--- config.mk ---
export PLATFORM = sky130hd
export DESIGN_NAME = cpmt_pair_ram
export DESIGN_NICKNAME = d
export VERILOG_FILES = /design/src/hw/rtl/constrained_pair_map_table_unit_defines.svh /design/src/hw/rtl/cpmt_pkg.sv /design/src/hw/rtl/cpmt_pair_ram.sv
export SDC_FILE = /design/constraint.sdc
export NUM_CORES = 2
export LEC_CHECK = 0
export BUFFER_PORTS_ARGS = -buffer_cell sky130_fd_sc_hd__buf_4
export CAP_MARGIN = 20
export CORE_ASPECT_RATIO = 1.2
export CORE_MARGIN = 3
export CORE_UTILIZATION = 57
export DETAILED_ROUTE_END_ITERATION = 7
export GPL_TIMING_DRIVEN = 0
export PLACE_DENSITY = 0.76
export SLEW_MARGIN = 20
export SYNTH_ARGS = -nofsm -noshare
export SYNTH_HDL_FRONTEND = slang
export SYNTH_SLANG_ARGS = --single-unit
export TNS_END_PERCENT = 50
--- constraint.sdc ---
create_clock -name clk_i -period 5.25 [get_ports clk_i]
set_input_delay 0.2625 -clock clk_i [delete_from_list [all_inputs] [get_ports clk_i]]
set_output_delay 0.2625 -clock clk_i [all_outputs]
set_load 0.02 [all_outputs]
--- src/hw/rtl/constrained_pair_map_table_unit_defines.svh ---
// Assertion macros for the constrained pair map table unit.
// Included by RTL files that carry concurrent checks; no other dependencies.
`ifndef CONSTRAINED_PAIR_MAP_TABLE_UNIT_DEFINES_SVH
`define CONSTRAINED_PAIR_MAP_TABLE_UNIT_DEFINES_SVH
`ifndef SYNTHESIS
// same-cycle implication
`define CPMT_ASSERT_IMP(lbl, clk, rstn, pre, post) \
  lbl: assert property (@(posedge clk) disable iff (!rstn) (pre) |-> (post)) \
    else $error("cpmt: implication check failed");
// next-cycle implication
`define CPMT_ASSERT_NXT(lbl, clk, rstn, pre, post) \
  lbl: assert property (@(posedge clk) disable iff (!rstn) (pre) |=> (post)) \
    else $error("cpmt: next-cycle check failed");
`else
`define CPMT_ASSERT_IMP(lbl, clk, rstn, pre, post)
`define CPMT_ASSERT_NXT(lbl, clk, rstn, pre, post)
`endif
`endif

--- src/hw/rtl/cpmt_pkg.sv ---
// Package for the constrained pair map table unit: field widths, codes, types.
// No dependencies; imported by cpmt_pair_ram, the top level, checker and tb.
package cpmt_pkg;

  localparam int unsigned CAPACITY_DEF = 64;
  localparam int unsigned DATA_W       = 32;
  localparam int unsigned IDX_W        = 6;
  localparam int unsigned COUNT_W      = 7;

  typedef enum logic [2:0] {
    OP_ADD    = 3'd0,
    OP_LOOKUP = 3'd1,
    OP_CHECK  = 3'd2,
    OP_READ   = 3'd3,
    OP_CLEAR  = 3'd4
  } opcode_e;

  typedef enum logic [2:0] {
    ST_ADDED    = 3'd0,
    ST_EXISTS   = 3'd1,
    ST_CONFLICT = 3'd2,
    ST_FULL     = 3'd3,
    ST_FOUND    = 3'd4,
    ST_MISSING  = 3'd5,
    ST_CLEAN    = 3'd6,
    ST_DONE     = 3'd7
  } status_e;

  typedef enum logic {
    MODE_ONE_TO_ONE  = 1'b0,
    MODE_MANY_TO_ONE = 1'b1
  } map_mode_e;

  typedef enum logic [1:0] {
    S_IDLE,
    S_SCAN,
    S_EMIT
  } state_e;

  typedef struct packed {
    logic signed [DATA_W-1:0] key;
    logic signed [DATA_W-1:0] value;
  } pair_t;

endpackage

--- src/hw/rtl/cpmt_pair_ram.sv ---
// Pair store: one write port, one read port, registered read data.
// Depends on cpmt_pkg (pair_t, CAPACITY_DEF).
module cpmt_pair_ram import cpmt_pkg::*; #(
  parameter int unsigned DEPTH = CAPACITY_DEF,
  localparam int unsigned AW = (DEPTH > 1) ? $clog2(DEPTH) : 1
) (
  input  logic          clk_i,
  input  logic          we_i,
  input  logic [AW-1:0] waddr_i,
  input  pair_t         wdata_i,
  input  logic          re_i,
  input  logic [AW-1:0] raddr_i,
  output pair_t         rdata_o
);

  pair_t mem_q [DEPTH];
  pair_t rdata_q;

  always_ff @(posedge clk_i) begin
    if (we_i) begin
      mem_q[waddr_i] <= wdata_i;
    end
  end

  always_ff @(posedge clk_i) begin
    if (re_i) begin
      rdata_q <= mem_q[raddr_i];
    end
  end

  assign rdata_o = rdata_q;

endmodule

==> metrics.csv <==
metric,value,unit
# port buffers,134,
routed len/inst,39.9,um
"Net Count, Synth",6677,
Max H-tree Level,5,
top-count cell post-synth,edfxtp_1,
RSZ-0062 raised after global routing,no,
antenna violations before repair,47,
post-synthesis compound-gate area fraction,0.0247,
Crit Path Max Fanout,10,
Critical Path Slowest Stage Cell,a211oi_1,
Final Hold Viols,1,
hold crit path type,primary input to register,
CTS Buffer Depth,4,
core area,274000,sq um
Die H,581,um
DIE WIDTH,485,um
status,"finished, violations left",
"EDFF count, synth",4160,
Setup Skew,54.4,ps
clock root cell,clkbuf_16,
Hold WS,-2.04,ps
post-synthesis simple-gate area fraction,0.0123,
Leak,56.8,nW
Tmin final,4170,ps
Core Rows,210,
clock sinks,4160,
Worst setup EP type,register,
Post-DP HPWL,279000,um
leading area contributor after synthesis,edfxtp_1,
Setup TNS,0,ps
count of cell types in the netlist,32,
Mapped Cells,6598,
cell mode on critical path,buf_2,
clk_lat worst skew,920,ps
fin worst setup slack,1080,ps
peak supply drop,0.286,mV
crit path launch type,primary input,
Mapped Area,157000,sq um
largest family of logic cells by synthesized area,multiplexers,
post-cts resize count,0,
PD cells,380,nW/um^2
DR iter-0 viols,14300,
post-synthesis mux area share,0.156,
Ys Warns,0,
Slew HR,0.0671,
IO Count,143,
DR vias/cell,7.15,
"Top FF cell, synth",edfxtp_1,
placer congestion estimate,0.866,
TritonCTS buffer count,382,
Slowest Stage Delay on Critical Path,1060,ps
Reg-to-Reg Start,mem_q[63][33],
Initial Util,0.574,
failing checks,"DRC, hold timing",
top cell type's share of synthesized area,0.796,
Final Routed Wirelength,453000,um
number of global-route vias before repair,82800,
hold path start,wdata_i[33],
crit share post-route,0.794,
syn_area_per_cell,23.8,sq um
die footprint,282000,sq um
xor/xnor share of the synthesized area,0,
ratio of cells with drive above 1 in the final layout,0.292,
Max Cap Violations,0,
Crit path arrival time,4720,ps
Total GRT Usage,0.323,
CP Launch Point,raddr_i[2],
Post-Synth Adder-Cell Area,0,
DR DRC count,1,
"antenna viol nets, final",0,
pin count of the biggest net entering global routing,65,
Slew @ Worst Pin,1390,ps
Layout area overhead,15.4,%
CP cell instances,buf_2 -> buf_4 -> buf_2 -> buf_2 -> buf_4 -> mux2i_1 -> o22ai_1 -> a31oi_1 -> a211oi_1,
f_max,240,MHz
first-pass GRT wire length,635000,um
CP required,5800,ps
"FFs w/ async S/R, synth",0,
utilization after layout,0.662,
Clock transition at path regs,70,ps
Final setup viols,0,
DRT Pass-1 Iters,8,
GRT overflow,0,
final slew viol count,0,
crit path kind,primary input to register,
largest cells by area after synthesis,"edfxtp_1 80%, mux4_2 15%, mux2i_1 0.86%, a22oi_1 0.80%, buf_2 0.54%",
routed via count,81100,
"Seq/Total Area, Yosys",0.796,
"FF+latch count, synth",4160,
CTS tree,done,
Setup WS pre-CTS,612,ps
final net count,7497,
synth cell count leaders,"4160 x edfxtp_1, 1024 x mux4_2, 170 x buf_2",
where the power goes:
part	switching, W	leakage (nW)	internal, W
sequential	0.0000832	37.5	0.0368
clock	0.0122	6.02	0.0159
combinational	0.00254	13.3	0.00125
cell type report:
type | instances | area (sq um)
Timing Repair Buffer | 436 | 6720
Inverter | 19 | 71.3
Multi-Input combinational cell | 2049 | 30700
Clock buffer | 459 | 10000
Fill cell | 15800 | 92400
Antenna cell | 23 | 57.6
Clock inverter | 224 | 2330
Sequential cell | 4160 | 125000
Tap cell | 3604 | 4510
Buffer | 370 | 1790
state kept, by name, indices dropped and copies added (netlist names):
signal,flops
rdata_o,64
mem_q,4096
kinds of logic (layout without fill, tap and decap cells):
family,Yosys count,count (layout)
compound gates,504,504
buf+inv,389,1508
flops,4160,4160
mux,1159,1159
other cells,0,23
simple gates,386,386
cell usage in the layout (no fill, tap or decap), drive strengths merged, types with 19 or more instances in the layout:
cell type and instances:
clkinv 149, diode 23, a22oi 168, clkbuf 599, nor2b 28, a22o 88, mux4 1024, buf 602
edfxtp 4160, or2 28, o22ai 83, dlygate4sd3 64, a41oi 26, nand3 45, nor2 112, and3 64
o221ai 38, bufinv 47, mux2i 135, a2bb2oi 19, or3 29, a211oi 63, nand2 58, inv 29
timing repair:
item / CTS / global route
hold endpoints to repair: 4022 / 0
hold buffers: 64 / 0
setup buffers: 0 / 0
worst max-delay path, delay by kind of cell:
kind | cells | cell delay, ps
multiplexers | 1 | 140
AO/OA/AOI/OAI | 3 | 2020
buffers and inverters | 5 | 2270
routing by layer:
layer  global-route usage  routed length, um
met1                0.403             140000
met2                0.510             218000
met3               0.0919              61000
met4                0.192              33100
met5                    0                485
path summary, 6_finish.rpt:
path / slack [ps] / to / depth (start not counted)
worst max-delay path: 1080 / rdata_o[7] / 9
worst min-delay path: -2 / mem_q[12][33] / 1
worst max register to register: 2070 / rdata_o[33] / 5
worst min register to register: 1010 / rdata_o[50] / 4
stage by stage:
stage          cell area, sq um  std cells  power [W]
2_1_floorplan            157000       6598     0.0394
5_1_grt                  181000      11300     0.0702
3_3_place_gp             163000      10300     0.0410
4_1_cts                  181000      11300     0.0688
3_5_place_dp             168000      10600     0.0412
6_report                 181000      11300     0.0689
Note: power is estimated with default switching activity, not from simulation.
